==> src/design/rld_pkg.sv <==
// shared types and constants of the run list decoder
package rld_pkg;

  localparam int unsigned WORD_W = 64;
  localparam int unsigned CB_W   = 22;
  localparam logic [CB_W-1:0] CB_RESET = 22'd4096;

  typedef enum logic [1:0] {
    PH_HEADER,
    PH_LENGTH,
    PH_OFFSET,
    PH_ERROR
  } phase_e;

  typedef struct packed {
    logic run;
    logic sparse;
    logic list_end;
    logic fmt_err;
    logic clr;
  } rld_flags_t;

  typedef struct packed {
    logic [WORD_W-1:0] len;
    logic [WORD_W-1:0] delta;
    rld_flags_t        flags;
  } rld_run_t;

  typedef struct packed {
    logic [WORD_W-1:0] len_bytes;
    logic [WORD_W-1:0] delta_bytes;
    rld_flags_t        flags;
  } rld_scaled_t;

endpackage

==> src/design/rld_accum.sv <==
// running offset accumulation and output register
module rld_accum import rld_pkg::*; (
  input  logic              clk_i,
  input  logic              rst_ni,
  input  logic              in_valid_i,
  output logic              in_ready_o,
  input  rld_scaled_t       in_i,
  output logic              out_valid_o,
  input  logic              out_ready_i,
  output logic [WORD_W-1:0] run_length_bytes_o,
  output logic [WORD_W-1:0] run_start_bytes_o,
  output logic              run_sparse_o,
  output logic              list_end_o,
  output logic              format_error_o
);

  logic              vo_q;
  logic [WORD_W-1:0] ro_q;
  logic [WORD_W-1:0] base, sum;
  logic              load;
  logic [WORD_W-1:0] len_q, start_q;
  logic              sparse_q, end_q, err_q;

  assign in_ready_o = !vo_q || out_ready_i;
  assign load       = in_valid_i && in_ready_o;
  assign base       = in_i.flags.clr ? '0 : ro_q;
  assign sum        = base + in_i.delta_bytes;

  always_ff @(posedge clk_i or negedge rst_ni) begin
    if (!rst_ni) begin
      vo_q <= 1'b0;
      ro_q <= '0;
    end else begin
      if (in_ready_o) begin
        vo_q <= in_valid_i;
      end
      if (load) begin
        ro_q <= sum;
      end
    end
  end

  always_ff @(posedge clk_i) begin
    if (load) begin
      len_q    <= in_i.len_bytes;
      start_q  <= in_i.flags.run ? sum : '0;
      sparse_q <= in_i.flags.sparse;
      end_q    <= in_i.flags.list_end;
      err_q    <= in_i.flags.fmt_err;
    end
  end

  assign out_valid_o        = vo_q;
  assign run_length_bytes_o = len_q;
  assign run_start_bytes_o  = start_q;
  assign run_sparse_o       = sparse_q;
  assign list_end_o         = end_q;
  assign format_error_o     = err_q;

endmodule

==> config.mk <==
export PLATFORM = sky130hd
export DESIGN_NAME = rld_accum
export DESIGN_NICKNAME = d
export VERILOG_FILES = /design/src/design/rld_pkg.sv /design/src/design/rld_accum.sv
export SDC_FILE = /design/constraint.sdc
export NUM_CORES = 1
export LEC_CHECK = 0
export BUFFER_PORTS_ARGS = -buffer_cell sky130_fd_sc_hd__buf_2
export CORE_MARGIN = 8
export CORE_UTILIZATION = 56
export CTS_BUF_LIST = sky130_fd_sc_hd__clkbuf_8
export CTS_CLUSTER_DIAMETER = 100
export DETAILED_ROUTE_END_ITERATION = 16
export GPL_ROUTABILITY_DRIVEN = 0
export PLACE_DENSITY = 0.84
export SETUP_SLACK_MARGIN = 0.5
export SKIP_CTS_REPAIR_TIMING = 1
export SYNTH_ARGS = -nofsm -noshare
export SYNTH_HDL_FRONTEND = slang
export SYNTH_SLANG_ARGS = --single-unit
==> constraint.sdc <==
create_clock -name clk_i -period 7.4 [get_ports clk_i]
set_clock_uncertainty 0.15 [all_clocks]
set_input_delay 0.74 -clock clk_i [delete_from_list [all_inputs] [get_ports clk_i]]
set_output_delay 0.74 -clock clk_i [all_outputs]
set_load 0.02 [all_outputs]
==> results.py <==
metrics = {
    "cells_and_area": {
        "final_area_sq_um": 12930,
        "diodes": 0,
        "num-nets-final": 1510,
        "syn2layout_area_growth_pct": 17.49,
        "postLayoutCoreUtil": 0.6665,
        "drive_above_1_share": 0.2513,
    },
    "floorplanning": {
        "dieArea_sq_um": 24390,
        "io_pins": 270,
        "dieHeight_um": 156.2,
        "rows": 51,
        "die_w_um": 156.2,
        "coreArea_sq_um": 19400,
        "initial_core_util": 0.5673,
    },
    "setup_path": {
        "reg2reg_slack_ns": 3.39,
        "arrival_ns": 4.93,
        "critPathMaxFanout": 37,
        "start_kind": "input pin",
        "crit_type": "in2reg",
        "cp.required_ns": 7.48,
        "r2r_start": "ro_q[0]",
        "crit_start": "in_i[0]",
        "crit_path_end_kind": "register",
    },
    "placed_design": {
        "port_buffers": 269,
        "dp_hpwl_um": 21600,
        "postPlaceCellArea_sq_um": 12510,
    },
    "drt": {
        "drt_pre_antenna_iters": 5,
        "drt-vias-per-instance": 5.613,
        "wirelength_um": 28540,
        "post_drt_wl_per_cell_um": 17.99,
        "drc": 0,
        "drtIter0Drc": 617,
        "antenna_left": 0,
        "dr_total_vias": 8903,
    },
    "status": {
        "status": "finished, final reports clean",
    },
    "synth": {
        "yosysWarningCount": 0,
        "syn-num-nets": 1271,
        "synth-edff-count": 131,
        "synth_most_common_cell": "nand2_1",
        "synthArstFlopShare": 0.3316,
        "syn_area_sq_um": 11000,
        "synth_flop_cell": "edfxtp_1",
        "ys_ff_latch": 196,
        "avgSynthCellArea_sq_um": 10.28,
        "ys_types": 54,
        "synthTopCellsByCount": "nand2_1, edfxtp_1, a21oi_1",
        "synth_top_area_share": 0.3575,
        "synthTopCellsByArea": "edfxtp_1, dfrtp_1, ha_1, nand2_1, nor2b_1",
        "ys_seq_area_frac": 0.5053,
        "syn_inst": 1070,
        "yosysTopAreaCell": "edfxtp_1",
    },
    "hold_path": {
        "hold_start": "in_i[111]",
        "min_path_type": "in2reg",
    },
    "sta": {
        "slew_viol_final": 0,
        "tightest_slew_ns": 1.123,
        "finalHoldViolCount": 0,
        "fin_crit_sh": 0.6556,
        "setup_viol": 0,
        "rsz0062_at_grt": "no",
        "fmax_mhz": 206.1,
        "setup_tns_ns": 0,
        "hold-worst-slack_ns": 0.2784,
        "period_minus_slack_ns": 4.852,
        "slew_headroom": 0.2511,
    },
    "pwr": {
        "power_density_nw_per_um2": 293.4,
        "ir_drop_mv": 0.1463,
        "power_uw": 3793,
        "p_leak_uw": 0.005945,
    },
    "clock_network": {
        "cts_tree": "built",
        "clk_latency_ns": 0.48,
        "numCtsBuffers": 17,
        "htree_levels": 4,
        "clock-root-buffer": "clkbuf_8",
        "clock_path_buffers": 2,
        "path_clk_slew_ns": 0.11,
        "clock_sink_count": 196,
    },
    "run": {
        "max_cap_violations": 0,
    },
    "grt": {
        "grt_pass1_wl_um": 44820,
        "grt_antenna_before_repair": 0,
        "grt_max_degree": 133,
        "grt_pass1_vias": 8706,
        "gr-usage-all-layers": 0.2313,
        "overflow": 0,
    },
}
## cell usage in the layout (no fill, tap or decap), drive strengths merged, types with 4 or more instances in the layout
cell | Yosys | routed
buf | 6 | 273
nand2 | 171 | 171
edfxtp | 131 | 131
a21oi | 76 | 76
nor2b | 70 | 70
and2 | 66 | 66
dfrtp | 65 | 65
ha | 63 | 63
o21ai | 45 | 45
a21o | 41 | 41
nor2 | 39 | 39
xnor2 | 35 | 35
inv | 16 | 22
nand4 | 21 | 21
xor2 | 20 | 20
o21bai | 18 | 18
mux2 | 18 | 18
clkbuf | 47 | 17
nand3 | 15 | 15
nand2b | 10 | 10
nor3 | 9 | 9
and3 | 9 | 9
or3 | 8 | 8
o211ai | 7 | 7
o31ai | 7 | 7
a211oi | 6 | 6
a21boi | 6 | 6
a31oi | 5 | 5
a31o | 5 | 5
nor4 | 4 | 4
a41oi | 4 | 4
and4 | 4 | 4
## final cells by class
class	instances	area (sq um)
Sequential cell	196	5560
Clock buffer	17	234.0
Inverter	16	65.06
Multi-Input combinational cell	805	5172
Fill cell	1589	6470
Clock inverter	14	188.9
Tap cell	265	331.6
Timing Repair Buffer	273	1376
## sequential cells by signal, summed over array words and instances, names as in the netlist
name and cells:
run_sparse_o 1, format_error_o 1, out_valid_o 1, ro_q 64
run_start_bytes_o 64, list_end_o 1, run_length_bytes_o 64
## cell families after synthesis
family | after synthesis | share of synthesized area
AO/OA/AOI/OAI | 237 | 0.1372
flip-flops | 196 | 0.5053
XOR/XNOR | 55 | 0.04377
AND/OR/NAND/NOR | 431 | 0.1972
buffers and inverters | 69 | 0.02467
multiplexers | 18 | 0.01842
adder cells (fa/ha/maj) | 64 | 0.07345
## final timing paths
path                                          end  depth (start not counted)
max                         run_start_bytes_o[60]                         13
min                        run_length_bytes_o[42]                          1
max reg2reg                 run_start_bytes_o[50]                         13
min reg2reg                               ro_q[5]                          2
max in group asynchronous                ro_q[63]                          2
min in group asynchronous                ro_q[41]                          2
## report_power, final
part / switching (uW) / total (uW) / internal [uW] / leakage (uW)
clock: 422 / 738 / 316 / 0.000204
sequential: 85.2 / 1510 / 1430 / 0.00205
combinational: 903 / 1540 / 639 / 0.00369
total: 1410 / 3790 / 2380 / 0.00595
## critical path: stages
cell	delay (ns)
buf_2	0.58
buf_4	0.43
nor2b_1	0.09
ha_1	0.45
nand4_1	0.23
or3_1	0.44
o21ai_0	0.19
a311oi_1	0.13
a2111oi_0	0.57
o21bai_1	0.20
a2111oi_0	0.48
o21ai_0	0.18
and3_1	0.19
## metrics by stage
step                setup WS, ns  std cells
CTS                        2.600       1586
finish                     2.548       1586
global route               2.186       1586
detailed placement         2.106       1555
global placement           2.247       1555
floorplan                  1.368       1070
## layer usage
metal / vias up / GRT usage / part of all wire
li1: 4288 / - / -
met1: 4190 / 0.2876 / 0.41
met2: 378 / 0.3918 / 0.48
met3: 47 / 0.04488 / 0.078
met4: 0 / 0.08879 / 0.026
met5: - / 0 / 0
No activity file was read; power rests on OpenSTA's default activity.
