--- src/design/rld_pkg.sv ---
// shared types and constants of the run list decoder
package rld_pkg;

  localparam int unsigned WORD_W = 64;
  localparam int unsigned CB_W   = 22;
  localparam logic [CB_W-1:0] CB_RESET = 22'd4096;

  typedef enum logic [1:0] {
    PH_HEADER,
    PH_LENGTH,
    PH_OFFSET,
    PH_ERROR
  } phase_e;

  typedef struct packed {
    logic run;
    logic sparse;
    logic list_end;
    logic fmt_err;
    logic clr;
  } rld_flags_t;

  typedef struct packed {
    logic [WORD_W-1:0] len;
    logic [WORD_W-1:0] delta;
    rld_flags_t        flags;
  } rld_run_t;

  typedef struct packed {
    logic [WORD_W-1:0] len_bytes;
    logic [WORD_W-1:0] delta_bytes;
    rld_flags_t        flags;
  } rld_scaled_t;

endpackage

--- src/design/rld_decoder.sv ---
// byte register, header and field decoding, run result register
module rld_decoder import rld_pkg::*; #(
  parameter int unsigned MAX_FIELD_BYTES = 8
) (
  input  logic       clk_i,
  input  logic       rst_ni,
  input  logic       in_valid_i,
  output logic       in_ready_o,
  input  logic [7:0] data_byte_i,
  input  logic       list_start_i,
  output logic       res_valid_o,
  input  logic       res_ready_i,
  output rld_run_t   res_o
);

  localparam int unsigned LenW = 8 * MAX_FIELD_BYTES;
  localparam int unsigned PosW = (MAX_FIELD_BYTES > 1) ? $clog2(MAX_FIELD_BYTES) : 1;
  localparam logic [3:0] MaxNib = 4'(MAX_FIELD_BYTES);

  logic            v0_q;
  logic [7:0]      byte0_q;
  logic            ls0_q;
  phase_e          phase_q, phase_d, phase_eff;
  logic [3:0]      bl_q, bl_d;
  logic [3:0]      osize_q, osize_d;
  logic [PosW-1:0] pos_q, pos_d;
  logic [LenW-1:0] len_q, len_d;
  logic [WORD_W-1:0] delta_q, delta_d;
  logic            pend_q, pend_d;
  logic            v1_q;
  rld_run_t        res_q, rd;
  logic            rv;

  logic            s1_free, consume;
  logic [3:0]      lnib, onib;
  logic            bad, last;
  logic [LenW-1:0] len_shift;
  logic [WORD_W-1:0] byte_ext, delta_shift;

  assign s1_free    = !v1_q || res_ready_i;
  assign consume    = v0_q && s1_free;
  assign in_ready_o = !v0_q || consume;

  assign lnib      = byte0_q[3:0];
  assign onib      = byte0_q[7:4];
  assign bad       = (lnib > MaxNib) || (onib > MaxNib);
  assign last      = (bl_q == 4'd1);
  assign phase_eff = ls0_q ? PH_HEADER : phase_q;

  assign len_shift   = LenW'(byte0_q) << {pos_q, 3'b000};
  assign byte_ext    = last ? {{(WORD_W-8){byte0_q[7]}}, byte0_q}
                            : {{(WORD_W-8){1'b0}}, byte0_q};
  assign delta_shift = byte_ext << {pos_q, 3'b000};

  always_comb begin
    phase_d = phase_q;
    if (consume) begin
      case (phase_eff)
        PH_HEADER: begin
          if (byte0_q == 8'd0) begin
            phase_d = PH_HEADER;
          end else if (bad) begin
            phase_d = PH_ERROR;
          end else if (lnib != 4'd0) begin
            phase_d = PH_LENGTH;
          end else if (onib != 4'd0) begin
            phase_d = PH_OFFSET;
          end else begin
            phase_d = PH_HEADER;
          end
        end
        PH_LENGTH: begin
          if (last) begin
            phase_d = (osize_q == 4'd0) ? PH_HEADER : PH_OFFSET;
          end
        end
        PH_OFFSET: begin
          if (last) begin
            phase_d = PH_HEADER;
          end
        end
        PH_ERROR: phase_d = PH_ERROR;
        default:  phase_d = PH_HEADER;
      endcase
    end
  end

  always_comb begin
    bl_d    = bl_q;
    osize_d = osize_q;
    pos_d   = pos_q;
    len_d   = len_q;
    delta_d = delta_q;
    pend_d  = pend_q;
    rv      = 1'b0;
    rd      = '0;
    rd.flags.clr = pend_q || ls0_q;
    if (consume) begin
      case (phase_eff)
        PH_HEADER: begin
          if (byte0_q == 8'd0) begin
            rv = 1'b1;
            rd.flags.list_end = 1'b1;
          end else if (bad) begin
            rv = 1'b1;
            rd.flags.fmt_err = 1'b1;
          end else begin
            len_d   = '0;
            delta_d = '0;
            pos_d   = '0;
            osize_d = onib;
            if (lnib != 4'd0) begin
              bl_d = lnib;
            end else if (onib == 4'd0) begin
              rv = 1'b1;
              rd.flags.sparse = 1'b1;
            end else begin
              bl_d = onib;
            end
          end
        end
        PH_LENGTH: begin
          len_d = len_q | len_shift;
          pos_d = pos_q + 1'b1;
          bl_d  = bl_q - 4'd1;
          if (last) begin
            if (osize_q == 4'd0) begin
              rv = 1'b1;
              rd.flags.sparse = 1'b1;
              rd.len = WORD_W'(len_d);
            end else begin
              bl_d  = osize_q;
              pos_d = '0;
            end
          end
        end
        PH_OFFSET: begin
          delta_d = delta_q | delta_shift;
          pos_d   = pos_q + 1'b1;
          bl_d    = bl_q - 4'd1;
          if (last) begin
            rv = 1'b1;
            rd.flags.run = 1'b1;
            rd.len   = WORD_W'(len_q);
            rd.delta = delta_d;
          end
        end
        PH_ERROR: begin
          rv = 1'b0;
        end
        default: begin
          rv = 1'b0;
        end
      endcase
      pend_d = (pend_q || ls0_q) && !rv;
    end
  end

  always_ff @(posedge clk_i or negedge rst_ni) begin
    if (!rst_ni) begin
      v0_q    <= 1'b0;
      v1_q    <= 1'b0;
      phase_q <= PH_HEADER;
      bl_q    <= '0;
      osize_q <= '0;
      pos_q   <= '0;
      pend_q  <= 1'b0;
    end else begin
      if (in_ready_o) begin
        v0_q <= in_valid_i;
      end
      if (s1_free) begin
        v1_q <= rv;
      end
      phase_q <= phase_d;
      bl_q    <= bl_d;
      osize_q <= osize_d;
      pos_q   <= pos_d;
      pend_q  <= pend_d;
    end
  end

  always_ff @(posedge clk_i) begin
    if (in_valid_i && in_ready_o) begin
      byte0_q <= data_byte_i;
      ls0_q   <= list_start_i;
    end
    len_q   <= len_d;
    delta_q <= delta_d;
    if (rv) begin
      res_q <= rd;
    end
  end

  assign res_valid_o = v1_q;
  assign res_o       = res_q;

`ifndef NO_ASSERTIONS
  property p_one_kind;
    @(posedge clk_i) disable iff (!rst_ni)
      v1_q |-> $onehot({res_q.flags.run, res_q.flags.sparse,
                        res_q.flags.list_end, res_q.flags.fmt_err});
  endproperty
  a_one_kind: assert property (p_one_kind) else $error("result kind not one-hot");

  property p_field_count;
    @(posedge clk_i) disable iff (!rst_ni)
      (phase_q == PH_LENGTH || phase_q == PH_OFFSET) |->
        (bl_q != 4'd0 && bl_q <= MaxNib);
  endproperty
  a_field_count: assert property (p_field_count) else $error("byte count out of range");

  property p_error_silent;
    @(posedge clk_i) disable iff (!rst_ni)
      (consume && phase_q == PH_ERROR && !ls0_q) |=> (phase_q == PH_ERROR);
  endproperty
  a_error_silent: assert property (p_error_silent) else $error("left error without list start");

  property p_clear_kept;
    @(posedge clk_i) disable iff (!rst_ni)
      (consume && ls0_q && !rv) |=> pend_q;
  endproperty
  a_clear_kept: assert property (p_clear_kept) else $error("list start clear lost");
`endif

endmodule

--- config.mk ---
export PLATFORM = sky130hd
export DESIGN_NAME = rld_decoder
export DESIGN_NICKNAME = d
export VERILOG_FILES = /design/src/design/rld_pkg.sv /design/src/design/rld_decoder.sv
export SDC_FILE = /design/constraint.sdc
export NUM_CORES = 1
export LEC_CHECK = 0
export BUFFER_PORTS_ARGS = -buffer_cell sky130_fd_sc_hd__buf_2
export CAP_MARGIN = 10
export CORE_ASPECT_RATIO = 1.4
export CORE_MARGIN = 8
export CORE_UTILIZATION = 59
export CTS_CLUSTER_SIZE = 14
export DETAILED_ROUTE_END_ITERATION = 16
export GPL_TIMING_DRIVEN = 0
export HOLD_SLACK_MARGIN = 0.1
export PLACE_DENSITY = 0.81
export SYNTH_ARGS = -nofsm -noshare
export SYNTH_HDL_FRONTEND = slang
export SYNTH_SLANG_ARGS = --single-unit
--- constraint.sdc ---
create_clock -name clk_i -period 5.9 [get_ports clk_i]
set_input_delay 0.295 -clock clk_i [delete_from_list [all_inputs] [get_ports clk_i]]
set_output_delay 0.295 -clock clk_i [all_outputs]
set_load 0.03 [all_outputs]
==> impl_results.md, run 1 <==
- Status: complete, no violations
- Cell Chain, Critical Path: nand2b_1 -> inv_1 -> ha_1 -> clkbuf_1 -> a21oi_1 -> nor4_1 -> a31o_4 -> buf_16
- Setup CP Type: register to register
- Fin crit share: 61.8%
- Die Height: 191 um
- CTS tree: built
- Slowest-stage cell, CP: sky130_fd_sc_hd__a31o_4
- Htree depth: 1
- Maximum clock insertion buffer count: 3
- RSZ-0062 raised after global routing: false
- Overall via count from detail_route: 9679
- CTS Buf Count: 25
- Final count of pins violating max slew: 0
- Area share of fa/ha/maj cells after synthesis: 0.852%
- Fmax achieved: 0.274 GHz
- Maximum number of pins on one net before global-route repair: 74
- Flops & latches, synth: 286
- Worst Min Path Start: res_ready_i
- Number of primary I/O pins: 148
- Hold Crit Depth: 3
- Remaining number of nets flagged by the antenna check after routing: 0
- Aggregate global routing overflow: 0
- Die area: 27000 um^2
- Detailed Routing Iterations Pass 1: 5
- Net total in the final layout: 1289
- Main synth FF type: sky130_fd_sc_hd__edfxtp_1
- Yosys warns: 0
- Most common cell after layout, fill and taps aside: sky130_fd_sc_hd__edfxtp_1
- Destination of the worst hold path: res_valid_o
- Synthesized-area fraction occupied by ao, oa, aoi and oai cells: 12.1%
- Area share of and/or/nand/nor cells after synthesis: 16.2%
- Setup violators final: 0
- Cell count of the worst reg-to-reg path: 8
- WL per Instance: 21.9 um
- Min-delay worst type: input pin to register
- Largest delay share family, worst path: compound AO/OA/AOI/OAI gates
- Area Overhead vs Synth: 16.1%
- Per-cell via count in the routed design: 6.13
- Hold Worst Slack: 177 ps
- Average cell area after synthesis: 12.0 um^2
- Transition time of the tightest slew-check pin: 958 ps
- Post-synthesis cell type count: 59
- HPWL after detailed placement: 24100 um
- Combinational family with the most area after synthesis: simple AND/OR/NAND/NOR gates
- Pwr/cell area: 425 nW/um^2
- Placer Congestion: 0.928
- Cell at the root of the clock tree: sky130_fd_sc_hd__clkbuf_16
- Floorplan row count: 64
- Via count of the first global-routing pass: 9485
- PnR worst setup slack: 2260 ps
- Latest clock arrival within the worst-skew pair: 530 ps
- Delay of the slowest critical-path stage: 760 ps
- Total GRT Usage: 25.2%
- Worst EP arrival: 3830 ps
- Setup TNS: 0 ps
- PortBufs: 147
- Max transition margin: 36.0%
- Count of max-cap constraint violations: 0
- Number of clock sinks seen by CTS: 286
- EDFF count, synth: 270
- Share of the synthesized netlist area taken by xor and xnor gates: 0.0678%
- Die W: 141 um
- Share of cells above drive strength 1: 18.5%
- First-pass GRT wire length: 52600 um
- Clk_skew: 11.0 ps
- Sequential cell area fraction in the yosys report: 65.9%
- CTS clk-pin slew, worst paths: 60 ps
- Total wire length: 34600 um
- Worst vdd rail ir drop: 0.306 mV
- Initial standard-cell utilization of the core: 59.5%
- Required time at the worst-slack endpoint: 6090 ps
- Hold Violations, Final: 0
- Portion of netlist area occupied by mux cells: 0.949%
- Top library cells by usage in the layout, fill and taps aside: sky130_fd_sc_hd__edfxtp_1 (270), sky130_fd_sc_hd__nor2_1 (186), sky130_fd_sc_hd__buf_2 (160), sky130_fd_sc_hd__clkbuf_1 (71), sky130_fd_sc_hd__nor2b_1 (66)
- Type of element launching the critical path: register
- Netlist area before placement: 12900 um^2
- Reg-to-reg endpoint: res_o[27]
- Power consumption: 6.37 mW
- Worst-path fanout max: 73
- Worst Setup Slack post-DPL: 2270 ps
- FFs w/ async S/R, synth: 5.59%
- DRC viols: 0
- Leakage power: 5.30 nW
- Cell count after synthesis: 1077
- Critical path endpoint category: register
- Number of antenna violations at the first check in global routing: 1
- Post-Synthesis Net Count: 1098
- Worst path buffer plus inverter count: 3
- Post-route minimum period: 3640 ps
- Number of design-rule violations left by the first detailed-router iteration: 1055
- Reg2reg start: ls0_q
- Count of non-filler cells in the finished layout: 1578
- Flop-to-flop setup slack: 2260 ps
- Filler Cells Inserted: 1598
- Core area: 21700 um^2
- Placed cells: 1526
==> synth_stat cells, types with 10 or more instances <==
| master | count | share of area, % |
|---|---|---|
| sky130_fd_sc_hd__nor3_1 | 16 | 0.62 |
| sky130_fd_sc_hd__a31oi_1 | 48 | 2.3 |
| sky130_fd_sc_hd__nor2_1 | 186 | 5.4 |
| sky130_fd_sc_hd__o21ai_0 | 18 | 0.70 |
| sky130_fd_sc_hd__nand3_1 | 43 | 1.7 |
| sky130_fd_sc_hd__nand3b_1 | 17 | 0.99 |
| sky130_fd_sc_hd__inv_1 | 28 | 0.81 |
| sky130_fd_sc_hd__clkbuf_1 | 65 | 1.9 |
| sky130_fd_sc_hd__and3_1 | 19 | 0.92 |
| sky130_fd_sc_hd__o21a_1 | 19 | 1.1 |
| sky130_fd_sc_hd__buf_1 | 20 | 0.58 |
| sky130_fd_sc_hd__buf_2 | 13 | 0.50 |
| sky130_fd_sc_hd__nor2b_1 | 66 | 3.2 |
| sky130_fd_sc_hd__edfxtp_1 | 270 | 63 |
| sky130_fd_sc_hd__a211oi_1 | 26 | 1.5 |
| sky130_fd_sc_hd__and2_1 | 11 | 0.53 |
| sky130_fd_sc_hd__a32oi_1 | 10 | 0.68 |
| sky130_fd_sc_hd__dfrtp_1 | 16 | 3.1 |
| sky130_fd_sc_hd__or2_2 | 17 | 0.82 |
| sky130_fd_sc_hd__o32a_1 | 16 | 1.2 |
| sky130_fd_sc_hd__a21oi_1 | 67 | 2.6 |
==> worst register-to-register path, cell delays in order, from the launching register on <==
cell,delay (ps)
sky130_fd_sc_hd__edfxtp_1,410
sky130_fd_sc_hd__nand2b_1,250
sky130_fd_sc_hd__inv_1,130
sky130_fd_sc_hd__ha_1,150
sky130_fd_sc_hd__clkbuf_1,400
sky130_fd_sc_hd__a21oi_1,330
sky130_fd_sc_hd__nor4_1,460
sky130_fd_sc_hd__a31o_4,760
sky130_fd_sc_hd__buf_16,390
==> metrics by stage <==
stage	instance area (um^2)	utilization, %
final	15000	69.1
after global routing	15000	69.1
after CTS	15000	69.1
after detailed placement	14200	65.3
after global placement	14000	64.6
after floorplan	12900	-
==> layer usage <==
metal	wire length [um]	track usage [%]	up-vias
li1	-	-	4344
met1	12500	29.6	4593
met2	16900	42.6	609
met3	3260	5.05	133
met4	1890	14.6	0
met5	0	0	-
==> layout make-up <==
class | instances | area, um^2 | area share (%)
Timing Repair Buffer | 164 | 963 | 6.42
Inverter | 28 | 105 | 0.701
Clock buffer | 32 | 662 | 4.41
Sequential cell | 286 | 8510 | 56.7
Antenna cell | 2 | 5.00 | 0.0334
Buffer | 100 | 403 | 2.69
Clock inverter | 6 | 51.3 | 0.342
Tap cell | 297 | 372 | 2.48
Multi-Input combinational cell | 663 | 3930 | 26.2
==> worst max path at each step <==
stage,startpoint,endpoint,slack (ps),cells past startpoint
floorplan,byte0_q[0],delta_q[0],820,5
global placement,ls0_q,delta_q[29],-1080,7
detailed placement,ls0_q,res_o[62],2270,8
CTS,ls0_q,res_o[62],2260,8
global route,ls0_q,res_o[57],2010,8
finish,ls0_q,res_o[27],2260,8
==> kinds of logic after synthesis <==
group                      after synthesis
AOI/OAI and AO/OA                      230
xor gates and xnor gates                 1
adders and majority gates                9
buffers and inverters                  128
DFF                                    286
muxes                                   10
and+or+nand+nor                        413
==> state kept, by name, indices dropped and copies added, names as in the netlist <==
name         cells
len_q           64
v0_q             1
pend_q           1
osize_q          4
phase_q          2
ls0_q            1
res_o          133
res_valid_o      1
bl_q             4
byte0_q          8
delta_q         64
pos_q            3
==> power breakdown <==
group | total, mW | leakage (nW) | switching, mW | internal (mW)
combinational | 2.05 | 2.19 | 1.49 | 0.565
sequential | 2.80 | 2.76 | 0.142 | 2.66
clock | 1.52 | 0.349 | 0.696 | 0.824
total | 6.37 | 5.30 | 2.32 | 4.05
==> what timing repair did <==
item                      4_1_cts  5_1_grt
hold endpoints to repair       26        0
resized for setup               0        0
hold buffers                   12        0
setup buffers                   0        0
(Power assumes the default switching activity.)
==> run 2, diff against run 1 <==
--- a/config.mk
+++ b/config.mk
@@ -5,16 +5,17 @@
 export SDC_FILE = /design/constraint.sdc
 export NUM_CORES = 1
 export LEC_CHECK = 0
+export ABC_AREA = 1
 export BUFFER_PORTS_ARGS = -buffer_cell sky130_fd_sc_hd__buf_2
 export CAP_MARGIN = 10
 export CORE_ASPECT_RATIO = 1.4
 export CORE_MARGIN = 8
-export CORE_UTILIZATION = 59
+export CORE_UTILIZATION = 53
 export CTS_CLUSTER_SIZE = 14
 export DETAILED_ROUTE_END_ITERATION = 16
 export GPL_TIMING_DRIVEN = 0
 export HOLD_SLACK_MARGIN = 0.1
-export PLACE_DENSITY = 0.81
+export PLACE_DENSITY = 0.77
 export SYNTH_ARGS = -nofsm -noshare
 export SYNTH_HDL_FRONTEND = slang
 export SYNTH_SLANG_ARGS = --single-unit
==> constraint.sdc (replaced) <==
create_clock -name clk_i -period 2.9 [get_ports clk_i]
set_input_delay 0.145 -clock clk_i [delete_from_list [all_inputs] [get_ports clk_i]]
set_output_delay 0.145 -clock clk_i [all_outputs]
set_load 0.03 [all_outputs]
==> impl_results.md, run 2 <==
- Count of max-cap constraint violations: 0
- CTS clk-pin slew, worst paths: 60 ps
- Flops & latches, synth: 286
- Aggregate global routing overflow: 0
- Fin crit share: 93.0%
- Cell types occupying the most area after synthesis: sky130_fd_sc_hd__edfxtp_1 (64%), sky130_fd_sc_hd__nor2_1 (7.4%), sky130_fd_sc_hd__a21oi_1 (4.8%)
- Status: complete, no violations
- Leakage power: 5.91 nW
- RSZ-0062 raised after global routing: false
- Worst-path fanout max: 31
- HPWL after detailed placement: 22500 um
- Flip-flop count of the largest register, all copies and words added: 133
- Transition time of the tightest slew-check pin: 814 ps
- Htree depth: 1
- Most common cell after layout, fill and taps aside: sky130_fd_sc_hd__edfxtp_1
- Worst vdd rail ir drop: 0.596 mV
- Latest clock arrival within the worst-skew pair: 550 ps
- Net total in the final layout: 1356
- CTS tree: built
- Antenna diode count: 0
- Number of design-rule violations left by the first detailed-router iteration: 1120
- Type of element launching the critical path: register
- Combinational share of power: 30.5%
- Post-Synthesis Net Count: 1155
- Overall via count from detail_route: 9228
- Number of antenna violations at the first check in global routing: 0
- CTS Buf Count: 27
- Count of non-filler cells in the finished layout: 1661
- Placed cells: 1599
- Average cell area after synthesis: 11.1 um^2
- Core area: 23600 um^2
- Share of cells above drive strength 1: 22.4%
- Post-route minimum period: 2700 ps
- Cell area after placement: 14000 um^2
- DRC viols: 0
- Power share of the clock group: 24.8%
- Hold Worst Slack: 313 ps
- Fraction of power consumed by sequential logic: 44.7%
- Total wire length: 31700 um
- Remaining number of nets flagged by the antenna check after routing: 0
- Fin area: 15000 um^2
- Fmax achieved: 0.371 GHz
- Die Height: 199 um
- Commonest cells post-synth: sky130_fd_sc_hd__edfxtp_1 (270), sky130_fd_sc_hd__nor2_1 (250), sky130_fd_sc_hd__a21oi_1 (120)
- Initial standard-cell utilization of the core: 53.4%
- Worst Setup Slack post-DPL: 8.88 ps
- Yosys warns: 0
- Number of clock sinks seen by CTS: 286
- PnR worst setup slack: 202 ps
- Layout Utilization: 63.5%
- Area Overhead vs Synth: 18.8%
- Cell count of the worst reg-to-reg path: 11
- WL per Instance: 19.1 um
- FFs w/ async S/R, synth: 5.59%
- Most frequently used cell type in the post-synthesis netlist: sky130_fd_sc_hd__edfxtp_1
- Min-delay worst type: input pin to register
- Pwr/cell area: 920 nW/um^2
- Hold Violations, Final: 0
- Cell accounting for the most synthesized area: sky130_fd_sc_hd__edfxtp_1
- Top library cells by usage in the layout, fill and taps aside: sky130_fd_sc_hd__edfxtp_1 (270), sky130_fd_sc_hd__nor2_1 (248), sky130_fd_sc_hd__buf_2 (174), sky130_fd_sc_hd__a21oi_1 (118), sky130_fd_sc_hd__nand2_1 (97)
- Via count of the first global-routing pass: 9269
- Main synth FF type: sky130_fd_sc_hd__edfxtp_1
- Netlist area before placement: 12600 um^2
- Die area: 29100 um^2
- Maximum number of pins on one net before global-route repair: 40
- Placer Congestion: 0.958
- Maximum clock insertion buffer count: 3
- Cell count after synthesis: 1134
- Setup TNS: 0 ps
- Post-synthesis cell type count: 36
- Per-cell via count in the routed design: 5.56
- Power consumption: 13.8 mW
- Number of primary I/O pins: 148
- PortBufs: 147
- Detailed Routing Iterations Pass 1: 7
- Floorplan row count: 67
- Share of the synthesized area in the top cell type: 64.2%
- Worst EP arrival: 2940 ps
- Net switching power: 4.93 mW
- Required time at the worst-slack endpoint: 3140 ps
- Setup CP Type: register to register
- Cell at the root of the clock tree: sky130_fd_sc_hd__clkbuf_16
- Max transition margin: 45.6%
- First-pass GRT wire length: 49600 um
- Hold Crit Depth: 2
- Total GRT Usage: 21.6%
- Setup violators final: 0
- Total internal power: 8.88 mW
- Sequential cell area fraction in the yosys report: 67.4%
- Switching power share of the total: 35.7%
- Die W: 146 um
- Final count of pins violating max slew: 0
- Critical path endpoint category: register
- EDFF count, synth: 270
- Clk_skew: 23.8 ps
[run 2: cell types whose count changed in the layout (fill, tap and decap cells not counted), moves of 28 or more]
cell	before	now
sky130_fd_sc_hd__nor2_1	186	248
sky130_fd_sc_hd__nor3_1	16	47
sky130_fd_sc_hd__nand2_1	8	97
sky130_fd_sc_hd__nor3_2	0	31
sky130_fd_sc_hd__clkbuf_1	71	23
sky130_fd_sc_hd__a21oi_1	65	118
sky130_fd_sc_hd__inv_1	28	81
sky130_fd_sc_hd__a31oi_1	48	20
sky130_fd_sc_hd__nor2b_1	66	0
[run 2: cell families (layout without fill, tap and decap cells)]
group           after synthesis  count (layout)  share of synthesized area, %
simple gates                492             492                          17.9
xor+xnor                      2               2                         0.139
flops                       286             286                          67.4
buf+inv                     158             374                          5.54
fa+ha+maj                     8               8                         0.793
compound gates              188             189                          8.27
[run 2: final cells by class]
| class | instances | area (um^2) |
|---|---|---|
| Buffer | 62 | 334 |
| Sequential cell | 286 | 8510 |
| Clock inverter | 11 | 133 |
| Fill cell | 1878 | 8640 |
| Timing Repair Buffer | 171 | 1070 |
| Inverter | 96 | 368 |
| Multi-Input combinational cell | 691 | 3500 |
| Clock buffer | 34 | 702 |
| Tap cell | 310 | 388 |
[run 2: critical path, stage by stage (launching register included)]
cell                       delay [ps]
sky130_fd_sc_hd__edfxtp_1         490
sky130_fd_sc_hd__inv_1            210
sky130_fd_sc_hd__nand3_1          100
sky130_fd_sc_hd__nand2_1          140
sky130_fd_sc_hd__nand2_1           90
sky130_fd_sc_hd__nand2_1           80
sky130_fd_sc_hd__nand2_1          110
sky130_fd_sc_hd__nor2_4           160
sky130_fd_sc_hd__inv_1            180
sky130_fd_sc_hd__a21oi_4          350
sky130_fd_sc_hd__buf_12           240
sky130_fd_sc_hd__buf_12           220
[run 2: metal layers]
| layer | GRT usage, % | wire length [um] | vias up |
|---|---|---|---|
| met1 | 24.8 | 11600 | 4356 |
| li1 | - | - | 4331 |
| met5 | 0 | 0 | - |
| met4 | 11.9 | 1620 | 0 |
| met3 | 3.53 | 2220 | 91 |
| met2 | 38.2 | 16400 | 450 |
[run 2: final timing paths]
path                                 from          end  slack, ps
max reg2reg                    byte0_q[4]  delta_q[10]        200
min                        data_byte_i[5]   byte0_q[5]        310
min in group asynchronous          rst_ni   osize_q[2]        760
min reg2reg                    phase_q[0]   phase_q[0]        510
max                            byte0_q[4]  delta_q[10]        200
max in group asynchronous          rst_ni         v0_q       1610
[run 2: timing repair]
action | in CTS | in global routing
resized for setup | 0 | 0
setup endpoints to repair | 0 | 22
buffers inserted | 0 | 1
hold endpoints to repair | 27 | 0
hold buffers | 15 | 0
[run 2: power groups by stage]
stage / logic, mW / clock network [mW] / registers (mW)
5_1_grt: 4.57 / 3.60 / 6.27
3_3_place_gp: 3.85 / 0 / 6.31
3_5_place_dp: 4.15 / 0 / 6.24
6_report: 4.22 / 3.42 / 6.17
2_1_floorplan: 1.99 / 0 / 7.11
4_1_cts: 4.20 / 3.45 / 6.17
